File: src/hw/rtl/lsc_pkg.sv
// ----------------------------------------------------------------------------
// lsc_pkg
// Shared types, register indexes and phase codes of the lift sequence
// controller.
// ----------------------------------------------------------------------------
package lsc_pkg;

  localparam int unsigned CfgIdxW  = 3;
  localparam int unsigned CfgDataW = 8;
  localparam int unsigned DriveW   = 8;
  localparam int unsigned ServoW   = 7;
  localparam int unsigned PhaseW   = 4;

  typedef enum logic [CfgIdxW-1:0] {
    REG_FOLD_DRIVE_SPEED = 3'd0,
    REG_RAISE_SPEED      = 3'd1,
    REG_LOWER_SPEED      = 3'd2,
    REG_TEARDOWN_SPEED   = 3'd3,
    REG_SERVO_OPEN       = 3'd4,
    REG_SERVO_HALF       = 3'd5
  } cfg_idx_t;

  typedef enum logic [PhaseW-1:0] {
    PH_EMERGENCY   = 4'd0,
    PH_IDLE        = 4'd1,
    PH_UNFOLD      = 4'd2,
    PH_UNFOLDED    = 4'd3,
    PH_RAISE       = 4'd4,
    PH_AT_TOP      = 4'd5,
    PH_LOWER       = 4'd6,
    PH_AT_MIDDLE   = 4'd7,
    PH_RAISE_MORE  = 4'd8,
    PH_TEARDOWN    = 4'd9,
    PH_TORN_TOP    = 4'd10,
    PH_RETURN_HOME = 4'd11
  } phase_t;

  localparam logic signed [DriveW-1:0] FoldSpeedReset     = 8'sd80;
  localparam logic signed [DriveW-1:0] RaiseSpeedReset    = 8'sd80;
  localparam logic signed [DriveW-1:0] LowerSpeedReset    = -8'sd50;
  localparam logic signed [DriveW-1:0] TeardownSpeedReset = 8'sd20;
  localparam logic [ServoW-1:0]        ServoOpenReset     = 7'd90;
  localparam logic [ServoW-1:0]        ServoHalfReset     = 7'd50;

  typedef struct packed {
    logic signed [DriveW-1:0] fold_drive_speed;
    logic signed [DriveW-1:0] raise_speed;
    logic signed [DriveW-1:0] lower_speed;
    logic signed [DriveW-1:0] teardown_speed;
    logic [ServoW-1:0]        servo_open;
    logic [ServoW-1:0]        servo_half;
  } cfg_t;

  typedef struct packed {
    logic estop_pressed;
    logic fold_button;
    logic build_button;
    logic teardown_button;
    logic place_button;
    logic home_limit;
    logic top_limit;
    logic middle_switch;
    logic unfolded_switch;
  } poll_t;

  typedef struct packed {
    phase_t                   phase;
    logic signed [DriveW-1:0] fold_level;
    logic signed [DriveW-1:0] lift_level;
    logic [ServoW-1:0]        servo_level;
    logic                     lamp_lit;
  } seq_state_t;

  typedef struct packed {
    seq_state_t state;
    logic       lights;
    logic       buzz;
  } step_res_t;

endpackage

File: src/hw/rtl/lsc_cfg_regs.sv
// ----------------------------------------------------------------------------
// lsc_cfg_regs
// Register file for the speed and servo settings, written one word at a time.
// ----------------------------------------------------------------------------
module lsc_cfg_regs (
  input  logic                          clk,
  input  logic                          rst_n,
  input  logic                          wr_en,
  input  logic [lsc_pkg::CfgIdxW-1:0]   wr_index,
  input  logic [lsc_pkg::CfgDataW-1:0]  wr_data,
  output lsc_pkg::cfg_t                 cfg
);
  import lsc_pkg::*;

  cfg_t cfg_r;
  cfg_t cfg_nxt;

  always_comb begin
    cfg_nxt = cfg_r;
    if (wr_en) begin
      case (wr_index)
        REG_FOLD_DRIVE_SPEED: cfg_nxt.fold_drive_speed = wr_data;
        REG_RAISE_SPEED:      cfg_nxt.raise_speed      = wr_data;
        REG_LOWER_SPEED:      cfg_nxt.lower_speed      = wr_data;
        REG_TEARDOWN_SPEED:   cfg_nxt.teardown_speed   = wr_data;
        REG_SERVO_OPEN:       cfg_nxt.servo_open       = wr_data[ServoW-1:0];
        REG_SERVO_HALF:       cfg_nxt.servo_half       = wr_data[ServoW-1:0];
        default:              cfg_nxt = cfg_r;
      endcase
    end
  end

  always_ff @(posedge clk) begin
    if (!rst_n) begin
      cfg_r.fold_drive_speed <= FoldSpeedReset;
      cfg_r.raise_speed      <= RaiseSpeedReset;
      cfg_r.lower_speed      <= LowerSpeedReset;
      cfg_r.teardown_speed   <= TeardownSpeedReset;
      cfg_r.servo_open       <= ServoOpenReset;
      cfg_r.servo_half       <= ServoHalfReset;
    end else begin
      cfg_r <= cfg_nxt;
    end
  end

  assign cfg = cfg_r;

endmodule

File: src/hw/rtl/lsc_step.sv
// ----------------------------------------------------------------------------
// lsc_step
// Next-state and action logic of the lift sequence for one poll.
// ----------------------------------------------------------------------------
module lsc_step (
  input  lsc_pkg::seq_state_t cur,
  input  lsc_pkg::poll_t      poll,
  input  lsc_pkg::cfg_t       cfg,
  output lsc_pkg::step_res_t  res
);
  import lsc_pkg::*;

  phase_t run_phase;

  always_comb begin
    run_phase = poll.estop_pressed ? PH_EMERGENCY : cur.phase;
    res.state = cur;
    res.lights = 1'b0;
    res.buzz = poll.estop_pressed;
    if (poll.estop_pressed) begin
      res.state.lamp_lit = 1'b1;
    end
    res.state.phase = run_phase;

    case (run_phase)
      PH_IDLE: begin
        res.state.servo_level = '0;
        res.state.fold_level = '0;
        res.state.lift_level = '0;
        if (poll.fold_button) res.state.phase = PH_UNFOLD;
      end
      PH_UNFOLD: begin
        res.state.fold_level = cfg.fold_drive_speed;
        res.lights = 1'b1;
        res.buzz = 1'b1;
        if (poll.unfolded_switch) res.state.phase = PH_UNFOLDED;
      end
      PH_UNFOLDED: begin
        res.state.fold_level = '0;
        if (poll.build_button) res.state.phase = PH_RAISE;
      end
      PH_RAISE: begin
        res.state.servo_level = cfg.servo_open;
        res.state.lift_level = cfg.raise_speed;
        res.lights = 1'b1;
        res.buzz = 1'b1;
        if (poll.top_limit) res.state.phase = PH_AT_TOP;
      end
      PH_AT_TOP: begin
        res.state.lift_level = '0;
        if (poll.place_button) res.state.phase = PH_LOWER;
      end
      PH_LOWER: begin
        res.state.lift_level = cfg.lower_speed;
        res.lights = 1'b1;
        res.buzz = 1'b1;
        if (poll.middle_switch) res.state.phase = PH_AT_MIDDLE;
      end
      PH_AT_MIDDLE: begin
        res.state.lift_level = '0;
        res.state.servo_level = '0;
        if (poll.teardown_button) begin
          res.state.phase = PH_TEARDOWN;
        end else if (poll.build_button) begin
          res.state.phase = PH_RAISE_MORE;
        end
      end
      PH_RAISE_MORE: begin
        res.state.lift_level = cfg.raise_speed;
        res.lights = 1'b1;
        res.buzz = 1'b1;
        if (poll.home_limit) res.state.phase = PH_RAISE;
      end
      PH_TEARDOWN: begin
        res.state.servo_level = cfg.servo_half;
        res.state.lift_level = cfg.teardown_speed;
        res.lights = 1'b1;
        res.buzz = 1'b1;
        if (poll.top_limit) res.state.phase = PH_TORN_TOP;
      end
      PH_TORN_TOP: begin
        if (poll.place_button) res.state.phase = PH_RETURN_HOME;
      end
      PH_RETURN_HOME: begin
        res.lights = 1'b1;
        res.buzz = 1'b1;
        if (poll.home_limit) res.state.phase = PH_UNFOLDED;
      end
      default: begin
        res.lights = 1'b1;
        res.state.fold_level = '0;
        res.state.lift_level = '0;
        res.state.phase = PH_EMERGENCY;
        if (!poll.estop_pressed) begin
          res.state.lamp_lit = 1'b0;
          res.state.phase = PH_IDLE;
        end
      end
    endcase
  end

endmodule

File: src/hw/rtl/lift_sequence_controller.sv
// ----------------------------------------------------------------------------
// lift_sequence_controller
// Scaffold lift sequencer: one poll of e-stop, buttons and limit switches in,
// one word of phase, held drive and servo levels and lamp requests out.
//
//   channel  handshake            payload
//   in       in_valid/in_stall    estop, four buttons, four limit switches
//   out      out_valid/out_stall  phase, fold/lift drive, servo, lights/buzzer/lamp
//   cfg      cfg_valid/cfg_ready  cfg_index, cfg_data
//
// A poll is registered, then the sequence logic updates the state and loads
// the result register, one poll per cycle while the result side takes words.
// A word is accepted every cycle while the result side keeps taking words.
// Synchronous reset returns the emergency phase, zero levels and register
// defaults. A stalled result holds the input register, which then stalls.
// ----------------------------------------------------------------------------
module lift_sequence_controller (
  input  logic                                clk,
  input  logic                                rst_n,
  input  logic                                in_valid,
  output logic                                in_stall,
  input  logic                                in_estop_pressed,
  input  logic                                in_fold_button,
  input  logic                                in_build_button,
  input  logic                                in_teardown_button,
  input  logic                                in_place_button,
  input  logic                                in_home_limit,
  input  logic                                in_top_limit,
  input  logic                                in_middle_switch,
  input  logic                                in_unfolded_switch,
  output logic                                out_valid,
  input  logic                                out_stall,
  output logic [lsc_pkg::PhaseW-1:0]          out_phase_now,
  output logic signed [lsc_pkg::DriveW-1:0]   out_fold_drive,
  output logic signed [lsc_pkg::DriveW-1:0]   out_lift_drive,
  output logic [lsc_pkg::ServoW-1:0]          out_servo_position,
  output logic                                out_lights_on,
  output logic                                out_buzzer_on,
  output logic                                out_estop_lamp,
  input  logic                                cfg_valid,
  output logic                                cfg_ready,
  input  logic [lsc_pkg::CfgIdxW-1:0]         cfg_index,
  input  logic [lsc_pkg::CfgDataW-1:0]        cfg_data
);
  import lsc_pkg::*;

  cfg_t       cfg;
  poll_t      poll_r;
  logic       poll_valid_r;
  logic       poll_valid_nxt;
  seq_state_t state_r;
  step_res_t  step;
  step_res_t  res_r;
  logic       res_valid_r;
  logic       res_valid_nxt;
  logic       res_open;
  logic       poll_move;
  logic       in_accept;

  assign cfg_ready = 1'b1;

  lsc_cfg_regs u_cfg (
    .clk      (clk),
    .rst_n    (rst_n),
    .wr_en    (cfg_valid),
    .wr_index (cfg_index),
    .wr_data  (cfg_data),
    .cfg      (cfg)
  );

  assign res_open  = !res_valid_r || !out_stall;
  assign poll_move = poll_valid_r && res_open;
  assign in_stall  = poll_valid_r && !res_open;
  assign in_accept = in_valid && !in_stall;

  always_comb begin
    poll_valid_nxt = poll_valid_r;
    if (in_accept) begin
      poll_valid_nxt = 1'b1;
    end else if (poll_move) begin
      poll_valid_nxt = 1'b0;
    end
    res_valid_nxt = res_valid_r;
    if (poll_move) begin
      res_valid_nxt = 1'b1;
    end else if (!out_stall) begin
      res_valid_nxt = 1'b0;
    end
  end

  always_ff @(posedge clk) begin
    if (in_accept) begin
      poll_r <= '{in_estop_pressed, in_fold_button, in_build_button,
                  in_teardown_button, in_place_button, in_home_limit,
                  in_top_limit, in_middle_switch, in_unfolded_switch};
    end
    if (poll_move) begin
      res_r <= step;
    end
  end

  always_ff @(posedge clk) begin
    if (!rst_n) begin
      poll_valid_r <= 1'b0;
      res_valid_r  <= 1'b0;
    end else begin
      poll_valid_r <= poll_valid_nxt;
      res_valid_r  <= res_valid_nxt;
    end
  end

  lsc_step u_step (
    .cur  (state_r),
    .poll (poll_r),
    .cfg  (cfg),
    .res  (step)
  );

  always_ff @(posedge clk) begin
    if (!rst_n) begin
      state_r.phase       <= PH_EMERGENCY;
      state_r.fold_level  <= '0;
      state_r.lift_level  <= '0;
      state_r.servo_level <= '0;
      state_r.lamp_lit    <= 1'b0;
    end else if (poll_move) begin
      state_r <= step.state;
    end
  end

  assign out_valid          = res_valid_r;
  assign out_phase_now      = res_r.state.phase;
  assign out_fold_drive     = res_r.state.fold_level;
  assign out_lift_drive     = res_r.state.lift_level;
  assign out_servo_position = res_r.state.servo_level;
  assign out_lights_on      = res_r.lights;
  assign out_buzzer_on      = res_r.buzz;
  assign out_estop_lamp     = res_r.state.lamp_lit;

  a_emergency_word: assert property (@(posedge clk) disable iff (!rst_n)
    (out_valid && out_phase_now == PH_EMERGENCY) |->
      (out_estop_lamp && out_buzzer_on && out_fold_drive == '0 && out_lift_drive == '0))
    else $error("emergency word without lamp, buzzer or stopped drives");

  a_idle_lamp_off: assert property (@(posedge clk) disable iff (!rst_n)
    (out_valid && out_phase_now == PH_IDLE) |-> !out_estop_lamp)
    else $error("lamp still lit after leaving the emergency phase");

  a_stall_full: assert property (@(posedge clk) disable iff (!rst_n)
    in_stall |-> (poll_valid_r && res_valid_r && out_stall))
    else $error("input stalled while the pipeline has room");

  a_state_follows: assert property (@(posedge clk) disable iff (!rst_n)
    poll_move |=> (res_valid_r && res_r.state == state_r))
    else $error("result word and sequence state disagree");

endmodule
File: config.mk
export PLATFORM = sky130hd
export DESIGN_NAME = lift_sequence_controller
export DESIGN_NICKNAME = d
export VERILOG_FILES = /design/src/hw/rtl/lsc_pkg.sv /design/src/hw/rtl/lsc_cfg_regs.sv /design/src/hw/rtl/lsc_step.sv /design/src/hw/rtl/lift_sequence_controller.sv
export SDC_FILE = /design/constraint.sdc
export NUM_CORES = 1
export LEC_CHECK = 0
export ABC_CLOCK_PERIOD_IN_PS = 3300
export BUFFER_PORTS_ARGS = -buffer_cell sky130_fd_sc_hd__buf_2
export CORE_ASPECT_RATIO = 0.6
export CORE_UTILIZATION = 35
export CTS_BUF_LIST = sky130_fd_sc_hd__clkbuf_16
export CTS_CLUSTER_DIAMETER = 200
export DETAILED_ROUTE_END_ITERATION = 7
export PLACE_DENSITY = 0.49
export SLEW_MARGIN = 20
export SYNTH_ARGS = -nofsm -noshare
export SYNTH_HDL_FRONTEND = slang
export SYNTH_SLANG_ARGS = --single-unit
File: constraint.sdc
create_clock -name clk -period 3.3 [get_ports clk]
set_input_delay 0.66 -clock clk [delete_from_list [all_inputs] [get_ports clk]]
set_output_delay 0.66 -clock clk [all_outputs]
set_load 0.01 [all_outputs]
Word-level counts from Yosys, hierarchy flattened
Cells that the tools add are included.
Storage, ports and cells
  logic and storage cells: 95
  bits of input ports: 25
  register bits: 115
Operators by class
  equal/unequal tests: 17
  multiplexer cells: 26
  reductions and logical operators: 23
Operator list (number)
  4-bit 2-to-1 mux: 13
  4-bit case mux with 11 select lines: 1
  8-bit case mux with 4 select lines: 1
  7-bit case mux with 3 select lines: 1
  4-bit by 3-bit == test with 1-bit output (second input constant): 4
  4-bit == test (second input constant): 4
  8-bit case mux with 2 select lines: 1
  2-bit AND reduction: 6
  11-bit OR reduction: 1
  1-bit 2-to-1 mux: 9
  4-bit by 2-bit == test with 1-bit output (second input constant): 2
  8-bit OR reduction: 1
  3-bit by 2-bit == test with 1-bit output (second input constant): 2
  3-bit == test (second input constant): 2
  6-bit OR reduction: 1
  5-bit OR reduction: 1
  4-bit by 1-bit == test with 1-bit output (second input constant): 1
  1-bit zero test: 4
  2-bit OR reduction: 2
  4-bit OR reduction: 1
  3-bit by 1-bit == test with 1-bit output (second input constant): 1
  1-bit logical AND: 3
  3-bit zero test: 1
  2-bit by 1-bit inequality test with 1-bit output (second input constant): 1
  other kinds (2): 2

Logic depth before layout (Yosys ltp)
Gate-level depths: netlist of run 1.
  word-level depth: 7
  depth in mapped cells: 7
  gate-level depth less buffers: 5

By module
From an unflattened synthesis of run 1, not the netlist that was laid out.
Second synthesis, totals
  cell total of the unflattened synthesis: 472
  area total of the unflattened synthesis: 4991.0 µm²
By module, submodules not included
  lift_sequence_controller: cells an instance 170, times used 1, area each 2381.0 µm², seq. area each 1771.7 µm²
  lsc_cfg_regs: cells an instance 173, times used 1, area each 1800.5 µm², seq. area each 920.9 µm²
  lsc_step: cells an instance 129, times used 1, area each 809.5 µm², seq. area each 0.0 µm²

Least setup slack after synthesis of run 1
Ideal clock, no wire load.
  path type: input port to flip-flop
  start point: input out_stall
  end point: register state_r[13] (netlist bit)
  stages on the path: 3
  setup slack: 0.792 ns
  data required time: 3.096 ns
  data arrival time: 2.304 ns
  cells stage by stage: a21boi_1 -> clkbuf_1 -> a41oi_1
Between the ends
  cells in the longest elaborated chain, start to end: 3
RTL lines
  from (decl): RTL line lift_sequence_controller.sv:32  | input logic out_stall,
  1-bit zero test
  1-bit logical OR: RTL line lift_sequence_controller.sv:71  | assign res_open = !res_valid_r || !out_stall;
  1-bit logical AND: RTL line lift_sequence_controller.sv:72  | assign poll_move = poll_valid_r && res_open;
  net poll_move: RTL line lift_sequence_controller.sv:57  | logic poll_move;
  to (signal assigned): RTL line lift_sequence_controller.sv:127  | state_r <= step.state;
  to (decl): RTL line lift_sequence_controller.sv:51  | seq_state_t state_r;
The timed path passes the listed nets, and every way through them passes these cells.
A chain may end at the register's enable or synchronous reset.

Worst setup path in the final report of run 1
  start point: register state_r[25] (netlist bit)
  end point: register state_r[19] (netlist bit)
Between the ends
  cells in the longest elaborated chain, start to end: 4
  elaborated cells on any way between the ends: 12
  those cells by class: 9 x eq/ne; 2 x mux; 1 x reduce/logical
RTL lines
  4-bit 2-to-1 mux *: RTL line lsc_step.sv:16  | run_phase = poll.estop_pressed ? PH_EMERGENCY : cur.phase;
  4-bit by 3-bit == test with 1-bit output / 4-bit == test (equally long branches): RTL line lsc_step.sv:25  | case (run_phase)
  8-bit OR reduction (no source line)
  8-bit case mux with 2 select lines *: RTL line lsc_step.sv:25
Mark *: on every way between the ends. The rest lies on a longest branch, timed or not.

==> reports/summary.txt, run 1 <==
IO Count - 58
Summed instance area of the synthesized netlist - 4790 um2
Dominant combinational cell family by area after synthesis - simple AND/OR/NAND/NOR gates
Number of inserted diodes - 0
Count of unresolved DRC violations after routing - 0
Share of cells above drive strength 1 - 0.191
Clock tree from TritonCTS - done
Post-detailed-route via-to-cell ratio - 5.35
Worst path required time - 3640 ps
Most common flop cell mapped by yosys - sky130_fd_sc_hd__dfxtp_1
Initial antenna violation count - 0
Hold buffer count at CTS - 0
Leakage power - 2.29 nW
Kind of end point of the critical path - flop
Fin Clk Skew - 8.67 ps
Sequential cell area fraction in the yosys report - 0.562
Total power consumption of the routed design - 0.00369 W
Fraction of synthesized area in multiplexers - 0.00418
Clock transition at the registers of the reported paths - 60 ps
Area growth from synthesis to layout - 22.1%
Count leader, synth - sky130_fd_sc_hd__nand2_1
Overall die area - 14,200 um2
Post-DR wirelength/cell - 17.7 um
Power per Cell Area - 630 nW/um2
Vias in the first global route - 3,847
Top-area cell type share of the netlist area - 0.317
Synth Area in XOR/XNOR - 0
Library cell occupying the most area in the post-synthesis netlist - sky130_fd_sc_hd__dfxtp_1
Run status - complete, no violations
Number of distinct library cell variants in the gate-level netlist after synthesis - 48
Number of synthesized flops with an enable pin - 39
Setup WS pre-CTS - 1140 ps
First-pass detailed-route iteration total - 5
Register-to-Register Path Depth - 5
WP data arrival - 2540 ps
Gate count of the mapped netlist - 496
Total number of placement rows - 32
First-iteration detailed-routing DRC count - 278
Worst hold-check slack - 428 ps
Setup repair after global routing missed its margin - false
Post-detailed-placement half-perimeter wirelength - 8.67 mm
Clock sink total - 115
Clock Latency Late Sink - 410 ps
Post-route fraction of the period consumed by the critical path - 0.668
Number of nets with antenna violations after detailed routing - 0
Hold crit path type - input pin to flop
Number of failing setup endpoints in the final timing report - 0
Final-stage net count - 578
Type of the worst setup path - flop to flop
H-tree lvl count - 4
Buffer levels on the longest clock path - 2
Weighted congestion at the end of routability-driven global placement - 0.787
Most frequent cells after synthesis - 125 x sky130_fd_sc_hd__nand2_1, 76 x sky130_fd_sc_hd__dfxtp_1, 39 x sky130_fd_sc_hd__edfxtp_1
Synth top area cells - sky130_fd_sc_hd__dfxtp_1 32%, sky130_fd_sc_hd__edfxtp_1 24%, sky130_fd_sc_hd__nand2_1 9.8%, sky130_fd_sc_hd__a22oi_1 3.9%, sky130_fd_sc_hd__a21boi_0 3.1%
CTS resizes - 0
Overall Global Routing Usage - 0.196
Async S/R FF share, synth - 0
Post-Synthesis Net Count - 521
Share of synthesized cell area in and, or, nand and nor gates - 0.207
Vias - 3,935
Setup repair bufs after CTS - 0
Root buffer cell - sky130_fd_sc_hd__clkbuf_16
Crit path max fanout - 13
Adder-cell share of the synthesized area - 0
Crit path time final - 2200 ps
Number of buffers created by CTS - 17
Maximum clock rate - 454 MHz
Total length of routed wires - 13.0 mm
Worst Hold Depth - 1
Ys Warns - 0
Worst slew margin - 0.356
Maximum VDD drop - 264 uV
Die extent in x - 153 um
Number of hold violations in the final report - 0
Post-layout worst setup margin - 1100 ps
Share of the core filled with cells - 0.447
Overflow left after global routing - 0
Average cell area after synthesis - 9.66 um2
Initial core utilization - 0.366
Count of max-cap constraint violations - 0
Type of origin of the critical path - flop
Number of register bits inferred by synthesis - 115
Worst slew pin tran - 959 ps
First-pass GRT wire length - 20.9 mm
Die Ht - 92.7 um
Maximum number of pins on one net before global-route repair - 31
Final Max Tran Viols - 0
IO Port Bufs - 56
Core Box Area - 13,100 um2
Post-synthesis compound-gate area fraction - 0.190
Final-layout setup total negative slack - 0 ps
logic make-up after synthesis:
| family | after synthesis |
|---|---|
| AND/OR/NAND/NOR | 214 |
| AO/OA/AOI/OAI | 127 |
| flip-flops | 115 |
| buffers and inverters | 37 |
| multiplexers | 2 |
| other | 1 |
critical path, cell delays in order (launching register included):
cell and delay, ps:
sky130_fd_sc_hd__dfxtp_1 640, sky130_fd_sc_hd__nand2b_1 300, sky130_fd_sc_hd__nor4_4 490, sky130_fd_sc_hd__and2_1 390
sky130_fd_sc_hd__a22oi_1 150, sky130_fd_sc_hd__nor2b_1 150
report_power, final:
part | total [W] | internal (W) | switching, W
logic | 0.000189 | 0.0000634 | 0.000125
clock network | 0.00196 | 0.00127 | 0.000686
registers | 0.00154 | 0.00151 | 0.0000308
cells in the final DEF, fill, tap and decap left out, drive strengths merged, types with 2 or more instances in the layout:
| cell | count |
|---|---|
| buf | 64 |
| nand2b | 10 |
| nor2b | 13 |
| dfxtp | 76 |
| clkinvlp | 2 |
| nor3 | 9 |
| clkinv | 5 |
| or3 | 2 |
| and3 | 3 |
| o21ai | 18 |
| mux2i | 2 |
| a21o | 2 |
| bufinv | 4 |
| a22o | 8 |
| nand3 | 28 |
| o22ai | 2 |
| inv | 15 |
| nor2 | 18 |
| a41oi | 4 |
| a211oi | 2 |
| a22oi | 25 |
| nor4 | 2 |
| o211a | 6 |
| a21boi | 21 |
| a21oi | 26 |
| a31oi | 6 |
| edfxtp | 39 |
| nand2 | 125 |
| clkbuf | 17 |
area by class of cell:
cell class	count	area [um2]
clock buffer	17	425
clock inverter	15	204
fill	1248	7240
inverter	11	41.3
multi-input combinational	344	1940
sequential	115	2690
tap	170	213
timing repair buffer	64	340
state kept, by name (all words and copies together) (netlist names):
signal and count:
out_fold_drive 8, poll_r 9, u_cfg.cfg 46, out_lift_drive 8, out_estop_lamp 1, state_r 28, out_phase_now 4, out_lights_on 1
out_buzzer_on 1, out_servo_position 7, out_valid 1, poll_valid_r 1
routing by layer:
metal,vias to the layer above,part of all wire,wire length [um],track usage
met3,13,0.056,726,0.0482
met4,0,0.010,136,0.0640
met1,1907,0.52,6780,0.284
li1,1878,-,-,-
met5,-,0,0,0
met2,137,0.41,5350,0.282
path summary, 6_finish.rpt:
path / start / endpoint / slack (ps)
max reg2reg: state_r[25] / state_r[19] / 1100
min reg2reg: u_cfg.cfg[26] / u_cfg.cfg[26] / 460
max: state_r[25] / state_r[19] / 1100
min: in_teardown_button / poll_r[5] / 430
metrics by stage:
| stage | cell area [um2] | cells |
|---|---|---|
| floorplan | 4790 | 496 |
| global placement | 5220 | 704 |
| detailed placement | 5220 | 704 |
| CTS | 5850 | 736 |
| global route | 5850 | 736 |
| finish | 5850 | 736 |
Power figures use the tool's default switching activity.
==> inputs of run 2 (changes only) <==
ABC_CLOCK_PERIOD_IN_PS = 1800   (was 3300)
PLACE_DENSITY = 0.5   (was 0.49)
clock period = 1.8 ns   (was 3.3 ns; I/O delays follow)
==> run 2 against run 1 <==
Effect of this change: combinational power increased by 100%; register-to-register slack got worse by 1000 ps; worst hold slack got worse by 300 ps; flip-flop and latch count unchanged; critical path type unchanged; clock power increased by 61%; routed wire length decreased by 2.6%; via count increased by 0.43%; power increased by 72%; global-route usage decreased by 0.91 points; die area unchanged; first-iteration DRC count increased by 12%; clock-buffer cell count unchanged.
==> reports/summary.txt, run 2 (synthesis gave the netlist of run 1 again) <==
Run status - complete, no violations
Number of failing setup endpoints in the final timing report - 0 (unchanged)
Initial core utilization - 0.366 (unchanged)
Vias in the first global route - 3,586 (-6.8%)
Flip-flop count of the largest register, all copies and words added - 46 (unchanged)
Worst path required time - 1950 ps (-1690 ps)
Die Ht - 92.7 um (unchanged)
Count of unresolved DRC violations after routing - 0 (unchanged)
Post-DR wirelength/cell - 16.6 um (-5.9%)
Maximum VDD drop - 618 uV (+130%)
Post-layout worst setup margin - 83.2 ps (-1010 ps)
Sequential standard cell area - 2690 um2 (about the same)
Die extent in x - 153 um (unchanged)
Number of inserted filler cells in the final layout - 1,254 (+0.48%)
Overflow left after global routing - 0 (unchanged)
Worst slew pin tran - 499 ps (-461 ps)
Weighted congestion at the end of routability-driven global placement - 0.820 (+4.2%)
Number of buffers created by CTS - 17 (unchanged)
IO Count - 58 (unchanged)
Worst path slowest cell - sky130_fd_sc_hd__edfxtp_1
Cell chain of the critical path - buf_4 -> nand2b_1 -> a21oi_1 -> o21a_1 -> a21oi_1 -> a31oi_1
Vias - 3,952 (+0.43%)
Setup WS pre-CTS - -15.3 ps (-1160 ps)
Maximum clock rate - 582 MHz (+28%)
Most used cells in the layout excluding fill and tap cells - 125 x sky130_fd_sc_hd__nand2_1, 75 x sky130_fd_sc_hd__dfxtp_1, 56 x sky130_fd_sc_hd__buf_2
Final-stage net count - 604 (+4.5%)
Share of cells above drive strength 1 - 0.221 (+0.0305)
Crit path time final - 1720 ps (-487 ps)
H-tree lvl count - 4 (unchanged)
CP max stage delay - 530 ps (-110 ps)
Area growth from synthesis to layout - 24.9%
Crit path max fanout - 7 (-6)
Clock Latency Late Sink - 410 ps (about the same)
Hold buffer count at CTS - 0 (unchanged)
Final Max Tran Viols - 0 (unchanged)
Most common library cell in the layout ignoring fill and taps - sky130_fd_sc_hd__nand2_1
Post-detailed-route via-to-cell ratio - 5.19 (-3.0%)
Setup repair after global routing missed its margin - false
WP data arrival - 1860 ps (-680 ps)
Core Box Area - 13,100 um2 (unchanged)
First-iteration detailed-routing DRC count - 312 (+12%)
Count of max-cap constraint violations - 0 (unchanged)
Overall Global Routing Usage - 0.187 (-0.00915)
Total length of routed wires - 12.7 mm (-2.6%)
IO Port Bufs - 56 (unchanged)
Hold crit path type - input pin to flop
Power per Cell Area - 1060 nW/um2 (+68%)
Type of the worst setup path - flop to flop
Overall die area - 14,200 um2 (unchanged)
Clock transition at the registers of the reported paths - 50 ps (about the same)
Post-detailed-placement half-perimeter wirelength - 8.80 mm (+1.5%)
Share of the core filled with cells - 0.457 (+0.0103)
Clock tree from TritonCTS - done
Clock sink total - 115 (unchanged)
First-pass detailed-route iteration total - 5 (unchanged)
Fin Clk Skew - 6.07 ps (-2.60 ps)
Post-route fraction of the period consumed by the critical path - 0.954 (+0.286)
Worst slew margin - 0.666 (+0.311)
Number of hold violations in the final report - 0 (unchanged)
Total number of placement rows - 32 (unchanged)
Root buffer cell - sky130_fd_sc_hd__clkbuf_16
Leakage power - 2.39 nW (+4.5%)
Number of inserted diodes - 0 (unchanged)
Number of nets with antenna violations after detailed routing - 0 (unchanged)
Initial antenna violation count - 0 (unchanged)
Kind of end point of the critical path - flop
Buffer levels on the longest clock path - 2 (unchanged)
Type of origin of the critical path - flop
Most frequent CP cell - sky130_fd_sc_hd__a21oi_1
Area taken by multi-input logic gates - 1940 um2 (+0.32%)
Maximum number of pins on one net before global-route repair - 28 (-9.7%)
First-pass GRT wire length - 19.7 mm (-5.6%)
-- run 2: changes by cell type in the layout (fill, tap and decap cells not counted), moves of 2 or more --
cell,before,now
sky130_fd_sc_hd__clkinv_1,1,6
sky130_fd_sc_hd__clkinv_2,0,3
sky130_fd_sc_hd__buf_4,8,33
sky130_fd_sc_hd__inv_6,2,0
sky130_fd_sc_hd__inv_4,2,0
sky130_fd_sc_hd__bufinv_16,4,2
sky130_fd_sc_hd__clkinv_4,4,0
-- run 2: repair_timing --
item	4_1_cts	5_1_grt
endpoints found under the setup margin	2	11
setup buffers	0	2
pin swaps	0	0
gates resized for setup	1	2
hold endpoints to repair	0	0
-- run 2: area by class of cell --
class	count	share of cell area
flip-flops and latches	115	0.450
multi-input cells	344	0.324
clock buffers	17	0.0710
inverters	11	0.00690
well taps	170	0.0355
clock inverters	15	0.0207
repair buffers	90	0.0915
-- run 2: final timing paths --
path                      start  slack, ps  depth (start not counted)               end
hold / removal     in_top_limit        120                          1         poll_r[2]
hold reg to reg   u_cfg.cfg[14]        460                          2     u_cfg.cfg[14]
setup reg to reg      poll_r[8]         80                          6  out_phase_now[0]
setup / recovery      poll_r[8]         80                          6  out_phase_now[0]
-- run 2: power breakdown --
group	internal, W	switching (W)	total (W)
registers	0.00278	0.0000464	0.00282
clock network	0.00199	0.00116	0.00315
logic	0.000140	0.000240	0.000380
total	0.00490	0.00145	0.00635
-- run 2: metal layers --
layer	track usage	part of all wire	vias up
met1	0.277	0.52	1880
met5	0	0	-
met2	0.257	0.41	130
met3	0.0468	0.054	17
li1	-	-	1925
met4	0.0682	0.014	0
-- run 2: worst max-delay path, delay by kind of cell (launching register included) --
kind	cells	cell delay, ps
and+or+nand+nor	1	110
AOI/OAI and AO/OA	4	570
DFF	1	530
buffers and inverters	1	230
-- run 2: through the flow --
stage | setup TNS, ps | hold slack (ps) | area [um2] | std cells | total power (W)
after floorplan | 0 | 436 | 4790 | 496 | 0.00307
after global placement | 0 | 443 | 5420 | 728 | 0.00325
after detailed placement | -15.3 | 450 | 5420 | 728 | 0.00325
after CTS | 0 | 111 | 5970 | 760 | 0.00640
after global routing | 0 | 111 | 5990 | 762 | 0.00655
final | 0 | 124 | 5990 | 762 | 0.00635
